[src/hdl/sha256bc_pkg.sv]
// ----------------------------------------------------------------------------
// SHA-256 block compression package
// Shared widths, round constants, initial hash value, types and the SHA-256
// bit functions.
// ----------------------------------------------------------------------------
package sha256bc_pkg;

  localparam int unsigned WordW      = 32;
  localparam int unsigned NumWords   = 8;
  localparam int unsigned BlockWords = 16;
  localparam int unsigned NumRounds  = 64;
  localparam int unsigned IdxW       = $clog2(BlockWords);
  localparam int unsigned RndW       = $clog2(NumRounds);
  localparam int unsigned CfgIdxW    = $clog2(NumWords);
  localparam int unsigned QueueDepth = 2;

  typedef logic [WordW-1:0]                 word_t;
  typedef logic [NumWords-1:0][WordW-1:0]   hash_t;
  typedef logic [BlockWords-1:0][WordW-1:0] block_t;

  // one complete 512-bit block as handed from front to back
  typedef struct packed {
    logic   start;
    block_t words;
  } blk_t;

  typedef struct packed {
    logic full;
    logic start_pend;
  } q_stat_t;

  localparam hash_t InitReset = {
    32'h5be0cd19, 32'h1f83d9ab, 32'h9b05688c, 32'h510e527f,
    32'ha54ff53a, 32'h3c6ef372, 32'hbb67ae85, 32'h6a09e667
  };

  localparam logic [WordW-1:0] RoundK [NumRounds] = '{
    32'h428a2f98, 32'h71374491, 32'hb5c0fbcf, 32'he9b5dba5, 32'h3956c25b,
    32'h59f111f1, 32'h923f82a4, 32'hab1c5ed5, 32'hd807aa98, 32'h12835b01,
    32'h243185be, 32'h550c7dc3, 32'h72be5d74, 32'h80deb1fe, 32'h9bdc06a7,
    32'hc19bf174, 32'he49b69c1, 32'hefbe4786, 32'h0fc19dc6, 32'h240ca1cc,
    32'h2de92c6f, 32'h4a7484aa, 32'h5cb0a9dc, 32'h76f988da, 32'h983e5152,
    32'ha831c66d, 32'hb00327c8, 32'hbf597fc7, 32'hc6e00bf3, 32'hd5a79147,
    32'h06ca6351, 32'h14292967, 32'h27b70a85, 32'h2e1b2138, 32'h4d2c6dfc,
    32'h53380d13, 32'h650a7354, 32'h766a0abb, 32'h81c2c92e, 32'h92722c85,
    32'ha2bfe8a1, 32'ha81a664b, 32'hc24b8b70, 32'hc76c51a3, 32'hd192e819,
    32'hd6990624, 32'hf40e3585, 32'h106aa070, 32'h19a4c116, 32'h1e376c08,
    32'h2748774c, 32'h34b0bcb5, 32'h391c0cb3, 32'h4ed8aa4a, 32'h5b9cca4f,
    32'h682e6ff3, 32'h748f82ee, 32'h78a5636f, 32'h84c87814, 32'h8cc70208,
    32'h90befffa, 32'ha4506ceb, 32'hbef9a3f7, 32'hc67178f2
  };

  function automatic word_t rotr(word_t x, int unsigned n);
    rotr = (x >> n) | (x << (WordW - n));
  endfunction

  function automatic word_t big_s0(word_t x);
    big_s0 = rotr(x, 2) ^ rotr(x, 13) ^ rotr(x, 22);
  endfunction

  function automatic word_t big_s1(word_t x);
    big_s1 = rotr(x, 6) ^ rotr(x, 11) ^ rotr(x, 25);
  endfunction

  function automatic word_t small_s0(word_t x);
    small_s0 = rotr(x, 7) ^ rotr(x, 18) ^ (x >> 3);
  endfunction

  function automatic word_t small_s1(word_t x);
    small_s1 = rotr(x, 17) ^ rotr(x, 19) ^ (x >> 10);
  endfunction

  function automatic word_t ch(word_t e, word_t f, word_t g);
    ch = (e & f) ^ (~e & g);
  endfunction

  function automatic word_t maj(word_t a, word_t b, word_t c);
    maj = (a & b) ^ (a & c) ^ (b & c);
  endfunction

endpackage

[src/hdl/sha256_block_compress.sv]
// ----------------------------------------------------------------------------
// SHA-256 block compression
// Usage:
//   Slave stream: one big-endian message word per transaction in tdata;
//   tuser marks the first word of a message, which reloads the chaining
//   value from the init registers (written through the cfg port).
//   Every sixteenth word completes a block; the block then runs 64 rounds,
//   one round per cycle in the round engine, and the updated 256-bit hash
//   appears as one master transaction.
//   Sustained throughput is set by the single round unit; up to two
//   complete blocks wait in the queue while words keep streaming in.
//   A start word is held off while a queued block from an earlier start has
//   not entered the round engine yet.
//   Reset loads the standard initial hash into the init registers and the
//   chaining value and empties the queue.
//   If the master side stalls, the result is held and the engine stops at
//   the end of the next block; the front keeps filling the queue.
// ----------------------------------------------------------------------------
module sha256_block_compress #(
  parameter int unsigned QueueDepth = sha256bc_pkg::QueueDepth
) (
  input  logic                              clk_i,
  input  logic                              rst_ni,
  input  logic                              cfg_we_i,
  input  logic [sha256bc_pkg::CfgIdxW-1:0]  cfg_idx_i,
  input  logic [31:0]                       cfg_wdata_i,
  input  logic                              s_axis_tvalid_i,
  output logic                              s_axis_tready_o,
  input  logic [31:0]                       s_axis_tdata_i,  // message_word
  input  logic                              s_axis_tuser_i,  // start_message
  output logic                              m_axis_tvalid_o,
  input  logic                              m_axis_tready_i,
  // hash_a, hash_b, hash_c, hash_d, hash_e, hash_f, hash_g, hash_h
  output logic [255:0]                      m_axis_tdata_o
);

  sha256bc_pkg::q_stat_t q_stat;
  sha256bc_pkg::blk_t    push_blk, q_blk;
  sha256bc_pkg::hash_t   snap, hash;
  logic                  q_push, q_pop, q_valid;

  sha256bc_front u_front (
    .clk_i       (clk_i),
    .rst_ni      (rst_ni),
    .cfg_we_i    (cfg_we_i),
    .cfg_idx_i   (cfg_idx_i),
    .cfg_wdata_i (cfg_wdata_i),
    .in_valid_i  (s_axis_tvalid_i),
    .in_ready_o  (s_axis_tready_o),
    .in_word_i   (s_axis_tdata_i),
    .in_start_i  (s_axis_tuser_i),
    .q_stat_i    (q_stat),
    .push_o      (q_push),
    .push_blk_o  (push_blk),
    .snap_o      (snap)
  );

  sha256bc_queue #(
    .Depth (QueueDepth)
  ) u_queue (
    .clk_i   (clk_i),
    .rst_ni  (rst_ni),
    .push_i  (q_push),
    .blk_i   (push_blk),
    .pop_i   (q_pop),
    .valid_o (q_valid),
    .blk_o   (q_blk),
    .stat_o  (q_stat)
  );

  sha256bc_back u_back (
    .clk_i       (clk_i),
    .rst_ni      (rst_ni),
    .q_valid_i   (q_valid),
    .q_blk_i     (q_blk),
    .q_pop_o     (q_pop),
    .snap_i      (snap),
    .out_valid_o (m_axis_tvalid_o),
    .out_ready_i (m_axis_tready_i),
    .hash_o      (hash)
  );

  assign m_axis_tdata_o = hash;

  assert property (@(posedge clk_i) disable iff (!rst_ni) q_push |-> !q_stat.full)
    else $error("block pushed into full queue");

  assert property (@(posedge clk_i) disable iff (!rst_ni) q_pop |-> q_valid)
    else $error("block popped from empty queue");

  assert property (@(posedge clk_i) disable iff (!rst_ni)
    (s_axis_tvalid_i && s_axis_tready_o && s_axis_tuser_i) |-> !q_stat.start_pend)
    else $error("start accepted while init snapshot still needed");

  assert property (@(posedge clk_i) disable iff (!rst_ni)
    (q_pop && q_blk.start) |-> (!m_axis_tvalid_o || m_axis_tready_i))
    else $error("chaining value reloaded under a pending result");

endmodule

[src/hdl/sha256bc_front.sv]
// ----------------------------------------------------------------------------
// SHA-256 front end
// Holds the init registers, takes message words, assembles 16-word blocks and
// pushes them into the block queue. Snapshots the init value on start.
// ----------------------------------------------------------------------------
module sha256bc_front (
  input  logic                         clk_i,
  input  logic                         rst_ni,
  input  logic                         cfg_we_i,
  input  logic [sha256bc_pkg::CfgIdxW-1:0] cfg_idx_i,
  input  sha256bc_pkg::word_t          cfg_wdata_i,
  input  logic                         in_valid_i,
  output logic                         in_ready_o,
  input  sha256bc_pkg::word_t          in_word_i,
  input  logic                         in_start_i,
  input  sha256bc_pkg::q_stat_t        q_stat_i,
  output logic                         push_o,
  output sha256bc_pkg::blk_t           push_blk_o,
  output sha256bc_pkg::hash_t          snap_o
);

  localparam logic [sha256bc_pkg::IdxW-1:0] LastIdx =
    sha256bc_pkg::IdxW'(sha256bc_pkg::BlockWords - 1);

  sha256bc_pkg::hash_t                            init_q, init_d;
  sha256bc_pkg::hash_t                            snap_q, snap_d;
  logic [sha256bc_pkg::BlockWords-2:0][sha256bc_pkg::WordW-1:0] buf_q, buf_d;
  logic [sha256bc_pkg::IdxW-1:0]                  idx_q, idx_d, eff_idx;
  logic                                           bstart_q, bstart_d;
  logic                                           accept;

  assign eff_idx    = in_start_i ? '0 : idx_q;
  assign in_ready_o = in_start_i ? !q_stat_i.start_pend
                                 : !((idx_q == LastIdx) && q_stat_i.full);
  assign accept     = in_valid_i && in_ready_o;
  assign push_o     = accept && (eff_idx == LastIdx);
  assign snap_o     = snap_q;

  always_comb begin
    push_blk_o.start = bstart_q;
    for (int i = 0; i < sha256bc_pkg::BlockWords - 1; i++) begin
      push_blk_o.words[i] = buf_q[i];
    end
    push_blk_o.words[sha256bc_pkg::BlockWords-1] = in_word_i;
  end

  always_comb begin
    init_d   = init_q;
    snap_d   = snap_q;
    buf_d    = buf_q;
    idx_d    = idx_q;
    bstart_d = bstart_q;
    if (cfg_we_i) begin
      init_d[cfg_idx_i] = cfg_wdata_i;
    end
    if (accept) begin
      if (in_start_i) begin
        snap_d   = init_q;
        bstart_d = 1'b1;
      end
      if (eff_idx == LastIdx) begin
        idx_d    = '0;
        bstart_d = 1'b0;
      end else begin
        buf_d[eff_idx] = in_word_i;
        idx_d          = eff_idx + 1'b1;
      end
    end
  end

  always_ff @(posedge clk_i or negedge rst_ni) begin
    if (!rst_ni) begin
      init_q   <= sha256bc_pkg::InitReset;
      snap_q   <= sha256bc_pkg::InitReset;
      idx_q    <= '0;
      bstart_q <= 1'b0;
    end else begin
      init_q   <= init_d;
      snap_q   <= snap_d;
      idx_q    <= idx_d;
      bstart_q <= bstart_d;
    end
  end

  always_ff @(posedge clk_i) begin
    buf_q <= buf_d;
  end

endmodule

[src/hdl/sha256bc_queue.sv]
// ----------------------------------------------------------------------------
// SHA-256 block queue
// Short queue of complete message blocks between front end and round engine.
// ----------------------------------------------------------------------------
module sha256bc_queue #(
  parameter int unsigned Depth = sha256bc_pkg::QueueDepth
) (
  input  logic                    clk_i,
  input  logic                    rst_ni,
  input  logic                    push_i,
  input  sha256bc_pkg::blk_t      blk_i,
  input  logic                    pop_i,
  output logic                    valid_o,
  output sha256bc_pkg::blk_t      blk_o,
  output sha256bc_pkg::q_stat_t   stat_o
);

  localparam int unsigned PtrW = (Depth > 1) ? $clog2(Depth) : 1;
  localparam logic [PtrW-1:0] LastPtr = PtrW'(Depth - 1);

  sha256bc_pkg::blk_t ent_q [Depth];
  logic [Depth-1:0]   vld_q, vld_d;
  logic [Depth-1:0]   st_q;
  logic [PtrW-1:0]    wr_q, wr_d, rd_q, rd_d;
  logic               do_push, do_pop;

  assign valid_o           = vld_q[rd_q];
  assign blk_o             = ent_q[rd_q];
  assign stat_o.full       = vld_q[wr_q];
  assign stat_o.start_pend = |(vld_q & st_q);
  assign do_push           = push_i && !vld_q[wr_q];
  assign do_pop            = pop_i && vld_q[rd_q];

  always_comb begin
    vld_d = vld_q;
    wr_d  = wr_q;
    rd_d  = rd_q;
    if (do_pop) begin
      vld_d[rd_q] = 1'b0;
      rd_d        = (rd_q == LastPtr) ? '0 : rd_q + 1'b1;
    end
    if (do_push) begin
      vld_d[wr_q] = 1'b1;
      wr_d        = (wr_q == LastPtr) ? '0 : wr_q + 1'b1;
    end
  end

  always_ff @(posedge clk_i or negedge rst_ni) begin
    if (!rst_ni) begin
      vld_q <= '0;
      st_q  <= '0;
      wr_q  <= '0;
      rd_q  <= '0;
    end else begin
      vld_q <= vld_d;
      wr_q  <= wr_d;
      rd_q  <= rd_d;
      if (do_push) begin
        st_q[wr_q] <= blk_i.start;
      end
    end
  end

  always_ff @(posedge clk_i) begin
    if (do_push) begin
      ent_q[wr_q] <= blk_i;
    end
  end

endmodule

[src/hdl/sha256bc_back.sv]
// ----------------------------------------------------------------------------
// SHA-256 round engine
// Pops one block, runs 64 rounds at one round per cycle with a rolling
// 16-word schedule window, then folds the result into the chaining value.
// ----------------------------------------------------------------------------
module sha256bc_back (
  input  logic                  clk_i,
  input  logic                  rst_ni,
  input  logic                  q_valid_i,
  input  sha256bc_pkg::blk_t    q_blk_i,
  output logic                  q_pop_o,
  input  sha256bc_pkg::hash_t   snap_i,
  output logic                  out_valid_o,
  input  logic                  out_ready_i,
  output sha256bc_pkg::hash_t   hash_o
);

  typedef enum logic [2:0] {
    StIdle  = 3'b001,
    StRound = 3'b010,
    StFinal = 3'b100
  } bk_state_e;

  localparam logic [sha256bc_pkg::RndW-1:0] LastRnd =
    sha256bc_pkg::RndW'(sha256bc_pkg::NumRounds - 1);

  bk_state_e                      st_q, st_d;
  logic [sha256bc_pkg::RndW-1:0]  cnt_q, cnt_d;
  logic                           ov_q, ov_d;
  sha256bc_pkg::hash_t            chain_q, chain_d;
  sha256bc_pkg::hash_t            wv_q, wv_d, wv_rnd;
  sha256bc_pkg::block_t           w_q, w_d;
  sha256bc_pkg::word_t            t1, t2, w_new;
  logic                           slot_free;

  assign slot_free   = !ov_q || out_ready_i;
  assign q_pop_o     = (st_q == StIdle) && q_valid_i && (!q_blk_i.start || slot_free);
  assign out_valid_o = ov_q;
  assign hash_o      = chain_q;

  always_comb begin
    t1 = wv_q[7] + sha256bc_pkg::big_s1(wv_q[4])
       + sha256bc_pkg::ch(wv_q[4], wv_q[5], wv_q[6])
       + sha256bc_pkg::RoundK[cnt_q] + w_q[0];
    t2 = sha256bc_pkg::big_s0(wv_q[0]) + sha256bc_pkg::maj(wv_q[0], wv_q[1], wv_q[2]);
    wv_rnd[0] = t1 + t2;
    wv_rnd[1] = wv_q[0];
    wv_rnd[2] = wv_q[1];
    wv_rnd[3] = wv_q[2];
    wv_rnd[4] = wv_q[3] + t1;
    wv_rnd[5] = wv_q[4];
    wv_rnd[6] = wv_q[5];
    wv_rnd[7] = wv_q[6];
    w_new = w_q[0] + sha256bc_pkg::small_s0(w_q[1]) + w_q[9]
          + sha256bc_pkg::small_s1(w_q[14]);
  end

  always_comb begin
    st_d    = st_q;
    cnt_d   = cnt_q;
    chain_d = chain_q;
    wv_d    = wv_q;
    w_d     = w_q;
    ov_d    = ov_q && !out_ready_i;
    case (st_q)
      StIdle: begin
        if (q_pop_o) begin
          w_d   = q_blk_i.words;
          cnt_d = '0;
          st_d  = StRound;
          if (q_blk_i.start) begin
            chain_d = snap_i;
            wv_d    = snap_i;
          end else begin
            wv_d = chain_q;
          end
        end
      end
      StRound: begin
        wv_d  = wv_rnd;
        w_d   = {w_new, w_q[sha256bc_pkg::BlockWords-1:1]};
        cnt_d = cnt_q + 1'b1;
        if (cnt_q == LastRnd) begin
          st_d = StFinal;
        end
      end
      StFinal: begin
        if (slot_free) begin
          for (int i = 0; i < sha256bc_pkg::NumWords; i++) begin
            chain_d[i] = chain_q[i] + wv_q[i];
          end
          ov_d = 1'b1;
          st_d = StIdle;
        end
      end
      default: begin
        st_d = StIdle;
      end
    endcase
  end

  always_ff @(posedge clk_i or negedge rst_ni) begin
    if (!rst_ni) begin
      st_q    <= StIdle;
      cnt_q   <= '0;
      ov_q    <= 1'b0;
      chain_q <= sha256bc_pkg::InitReset;
    end else begin
      st_q    <= st_d;
      cnt_q   <= cnt_d;
      ov_q    <= ov_d;
      chain_q <= chain_d;
    end
  end

  always_ff @(posedge clk_i) begin
    wv_q <= wv_d;
    w_q  <= w_d;
  end

endmodule
[config.mk]
export PLATFORM = sky130hd
export DESIGN_NAME = sha256_block_compress
export DESIGN_NICKNAME = d
export VERILOG_FILES = /design/src/hdl/sha256bc_pkg.sv /design/src/hdl/sha256_block_compress.sv /design/src/hdl/sha256bc_front.sv /design/src/hdl/sha256bc_queue.sv /design/src/hdl/sha256bc_back.sv
export SDC_FILE = /design/constraint.sdc
export NUM_CORES = 2
export LEC_CHECK = 0
export ABC_AREA = 1
export BUFFER_PORTS_ARGS = -buffer_cell sky130_fd_sc_hd__buf_4
export CAP_MARGIN = 20
export CORE_ASPECT_RATIO = 1.2
export CORE_MARGIN = 8
export CORE_UTILIZATION = 60
export CTS_BUF_LIST = sky130_fd_sc_hd__clkbuf_8 sky130_fd_sc_hd__clkbuf_16
export CTS_CLUSTER_SIZE = 12
export DETAILED_ROUTE_END_ITERATION = 12
export GPL_TIMING_DRIVEN = 0
export PLACE_DENSITY_LB_ADDON = 0.08
export SLEW_MARGIN = 20
export SYNTH_ARGS = -nofsm -noshare
export SYNTH_HDL_FRONTEND = slang
export SYNTH_SLANG_ARGS = --single-unit
[constraint.sdc]
create_clock -name clk_i -period 100.4 [get_ports clk_i]
set_input_delay 0 -clock clk_i [delete_from_list [all_inputs] [get_ports clk_i]]
set_output_delay 0 -clock clk_i [all_outputs]
set_load 0.03 [all_outputs]
==> impl_metrics.tcl, run 1 <==
set metrics [dict create \
    status "aborted with a tool error" \
    lastStage "global routing (5_1_grt)" \
    error_message "[ERROR GRT-0232] Routing congestion too high. Check the congestion heatmap in the GUI." \
    clock_sinks 3063 \
    synth_cell_types 62 \
    gp_congestion 1.12 \
    overflow 34 \
    dpl.cell_count 18400 \
    synth_seq_cells 3063 \
    yosys.cell_count.top_type "nand2_1" \
    cts_made_buffers 315 \
    syn_nets 15400 \
    post-dp-hpwl_mm 529 \
    grt_max_degree 108 \
    ctsHtreeMaxLevel 5 \
    synth.top_cells.by_count "nand2_1, edfxtp_1, o21ai_0" \
    async_reset_ff_frac 0.258 \
    avgSynthCellArea_um2 10.1 \
    rows 200 \
    track_usage 0.667 \
    placed_area_um2 158000 \
    ctsRootBufferMaster "clkbuf_16" \
    ios 331 \
    initial_core_util 0.601 \
    yosysWarnings 0 \
    io_buffers 330 \
    clockBufferDepth 4 \
    yosys.area.top_type "edfxtp_1" \
    synth-edff-count 2274 \
    dieHeight_um 560 \
    synth_top_area_frac 0.461 \
    die_w_um 470 \
    ys_seq_area_frac 0.598 \
    synth_area_leaders "edfxtp_1, nand2_1, dfstp_2, dfrtp_1, o21ai_0" \
    synthesis.area_um2 148000 \
    syn_inst 14700 \
    post_cts_buffers 0 \
    synth_flop_cell "edfxtp_1" \
    grt_antenna_before_repair 153 \
]
==> through the flow <==
| step | hold slack (ns) | setup WS, ns | util |
|---|---|---|---|
| after floorplan | -0.296 | 62.54 | - |
| after global placement | 0.195 | 46.76 | 0.628 |
| after detailed placement | -0.146 | 88.91 | 0.639 |
| after CTS | 0.00853 | 88.86 | 0.684 |
==> per-layer routing <==
metal,track usage,overflow
met1,0.644,1
met2,0.862,17
met3,0.478,1
met4,0.706,14
met5,0.208,1
==> timing repair <==
item / 4_1_cts
hold endpoints to repair: 1059
hold buffers: 169
gates resized for setup: 0
==> logic make-up after synthesis <==
| logic type | share of synthesized area |
|---|---|
| simple gates | 0.152 |
| compound gates | 0.113 |
| xor+xnor | 0.0232 |
| mux | 0.00514 |
| fa+ha+maj | 0.0614 |
| flops | 0.598 |
| buf+inv | 0.0475 |
==> inputs of run 2 (changes only) <==
--- a/config.mk
+++ b/config.mk
@@ -8,14 +8,11 @@
 export ABC_AREA = 1
 export BUFFER_PORTS_ARGS = -buffer_cell sky130_fd_sc_hd__buf_4
 export CAP_MARGIN = 20
-export CORE_ASPECT_RATIO = 1.2
 export CORE_MARGIN = 8
-export CORE_UTILIZATION = 60
-export CTS_BUF_LIST = sky130_fd_sc_hd__clkbuf_8 sky130_fd_sc_hd__clkbuf_16
-export CTS_CLUSTER_SIZE = 12
+export CORE_UTILIZATION = 40
 export DETAILED_ROUTE_END_ITERATION = 12
 export GPL_TIMING_DRIVEN = 0
-export PLACE_DENSITY_LB_ADDON = 0.08
+export PLACE_DENSITY_LB_ADDON = 0.15
 export SLEW_MARGIN = 20
 export SYNTH_ARGS = -nofsm -noshare
 export SYNTH_HDL_FRONTEND = slang
==> run 2 against run 1 <==
The run now ends clean. Synthesized cell count stayed put. Area after synthesis stayed put.
==> impl_metrics.tcl, run 2 <==
set metrics [dict create \
    grt_antenna_before_repair 68 \
    slew_viol_final 0 \
    worst_pin_slew_ns 1.36 \
    avgSynthCellArea_um2 10.1 \
    rrSetupSlack_ns 88.84 \
    clock_skew_ns 0.0658 \
    rsz0062_at_grt "false" \
    grt_pass1_wl_mm 943 \
    critPathKind "flip-flop to flip-flop" \
    ys_seq_area_frac 0.598 \
    hold_viol_final 0 \
    period_share 0.115 \
    gp_congestion 1.06 \
    overflow 0 \
    drive_gt1_frac 0.107 \
    finalSetupTns_ns 0 \
    crit_arrival_ns 12.25 \
    grt_pass1_vias 116000 \
    die_w_um 625 \
    dieHeight_um 625 \
    clock_sinks 3063 \
    slowest_stage "xor2_2" \
    clockBufferDepth 4 \
    wl_per_cell_um 33.2 \
    cp_max_fo 10 \
    crit_path_start_kind "flip-flop" \
    syn_nets 15400 \
    cts_made_buffers 341 \
    area_growth_pct 17.5 \
    cp.required_ns 101.09 \
    maxCapViolCount 0 \
    min_path_type "input pin to flip-flop" \
    syn_inst 14700 \
    initial_core_util 0.402 \
    async_reset_ff_frac 0.258 \
    drc 0 \
    track_usage 0.348 \
    synth_top_area_frac 0.461 \
    regArea_um2 88500 \
    drt_iter0_drc 13700 \
    nets 16500 \
    synth_area_leaders "edfxtp_1, nand2_1, dfstp_2, dfrtp_1, o21ai_0" \
    max_freq_mhz 86.5 \
    largest_register "u_queue.ent_q" \
    synth-edff-count 2274 \
    relSlewSlack 0.0909 \
    via_per_inst 5.70 \
    cpPeakStageDelay_ns 0.78 \
    crit_path_end_kind "flip-flop" \
    status "complete, no violations" \
    wirelength_mm 701 \
    ant_nets 0 \
    synth_cell_types 62 \
    yosysWarnings 0 \
    post-dp-hpwl_mm 540 \
    io_buffers 330 \
    final_cell_mix "nand2_1, edfxtp_1, o21ai_0, nor2_1, inv_1" \
    synth_flop_cell "edfxtp_1" \
    yosys.area.top_type "edfxtp_1" \
    largest_reg_flops 1026 \
    fill_cells 35100 \
    ctsRootBufferMaster "clkbuf_16" \
    path_clk_slew_ns 0.06 \
    fin_crit_ns 11.56 \
    vias 120000 \
    yosys.cell_count.top_type "nand2_1" \
    synthesis.area_um2 148000 \
    dieArea_um2 390000 \
    setup-violations-final 0 \
    synth_seq_cells 3063 \
    drt-pass1-iter-count 9 \
    rows 223 \
    design.core.area_um2 369000 \
    clk_latency_ns 1.00 \
    synth.top_cells.by_count "nand2_1, edfxtp_1, o21ai_0" \
    ctsHtreeMaxLevel 5 \
    cts_tree "built" \
    multi_input_area_um2 52900 \
    ios 331 \
    mostFrequentLayoutCell "nand2_1" \
    grt_max_degree 136 \
    crit_path_frequent_cell "nand2_1" \
]
-- run 2: worst paths after layout --
path / startpoint / to / cells past startpoint
max: u_back.cnt_q[0]$_DFFE_PN0P_ / u_back.wv_q[31]$_DFFE_PP_ / 41
min: cfg_wdata_i[18] / u_front.init_q[18]$_DFFE_PN0P_ / 4
max reg2reg: u_back.cnt_q[0]$_DFFE_PN0P_ / u_back.wv_q[31]$_DFFE_PP_ / 41
min reg2reg: u_front.push_blk_o[474]$_DFFE_PP_ / u_queue.ent_q[1][474]$_DFFE_PP_ / 0
max in group asynchronous: rst_ni / u_back.hash_o[178]$_DFFE_PN1P_ / 7
min in group asynchronous: rst_ni / u_front.snap_o[55]$_DFFE_PN0P_ / 4
-- run 2: routing by layer --
metal | wire, um | share of wire | global-route usage
met1 | 248000 | 0.35 | 0.394
met5 | 41 | 0.000058 | 0
met4 | 72400 | 0.10 | 0.297
met3 | 53200 | 0.076 | 0.0647
met2 | 328000 | 0.47 | 0.569
-- run 2: repair_timing --
item | CTS | global route
setup buffers | 0 | 0
resized for setup | 0 | 0
endpoints found under the hold margin | 1310 | 0
hold buffers | 182 | 0
-- run 2: area by class of cell --
type	instances	share of cell area
timing repair buffer	709	0.0444
clock inverter	174	0.0116
multi-input combinational	9837	0.304
tap	4950	0.0356
inverter	1183	0.0255
clock buffer	446	0.0537
antenna	105	0.00151
buffer	652	0.0155
sequential	3063	0.509
-- run 2: cells by family (layout without fill, tap and decap cells) --
group                    after synthesis  in the layout  synth area share
AND/OR/NAND/NOR                     5715           5715             0.152
flip-flops                          3063           3063             0.598
AO/OA/AOI/OAI                       3040           3040             0.113
buffers and inverters               1835           3164            0.0475
adder cells (fa/ha/maj)              614            614            0.0614
XOR/XNOR                             393            393            0.0232
multiplexers                          75             75           0.00514
other                                  0            105                 0
-- run 2: metrics by stage --
step	hold slack [ns]	util	setup WS (ns)	cell area, um^2	cells
after floorplan	-0.296	-	62.54	148000	14700
after global routing	0.0369	0.471	88.64	174000	21000
final	0.0518	0.472	88.84	174000	21100
after CTS	0.000161	0.471	89.34	174000	21000
after global placement	0.209	0.425	36.27	157000	20000
after detailed placement	-0.147	0.435	89.42	161000	20200
-- run 2: critical path, delay by kind of cell (launching register included) --
kind | cells | cell delay [ns]
and+or+nand+nor | 13 | 1.95
buffers and inverters | 10 | 1.77
AOI/OAI and AO/OA | 10 | 2.72
xor gates and xnor gates | 1 | 0.78
adders and majority gates | 7 | 3.44
DFF | 1 | 0.56
Power of run 2 is left out: the tool's default activity adds up to more than one toggle a clock period on the data nets, which glitch-free logic cannot reach.
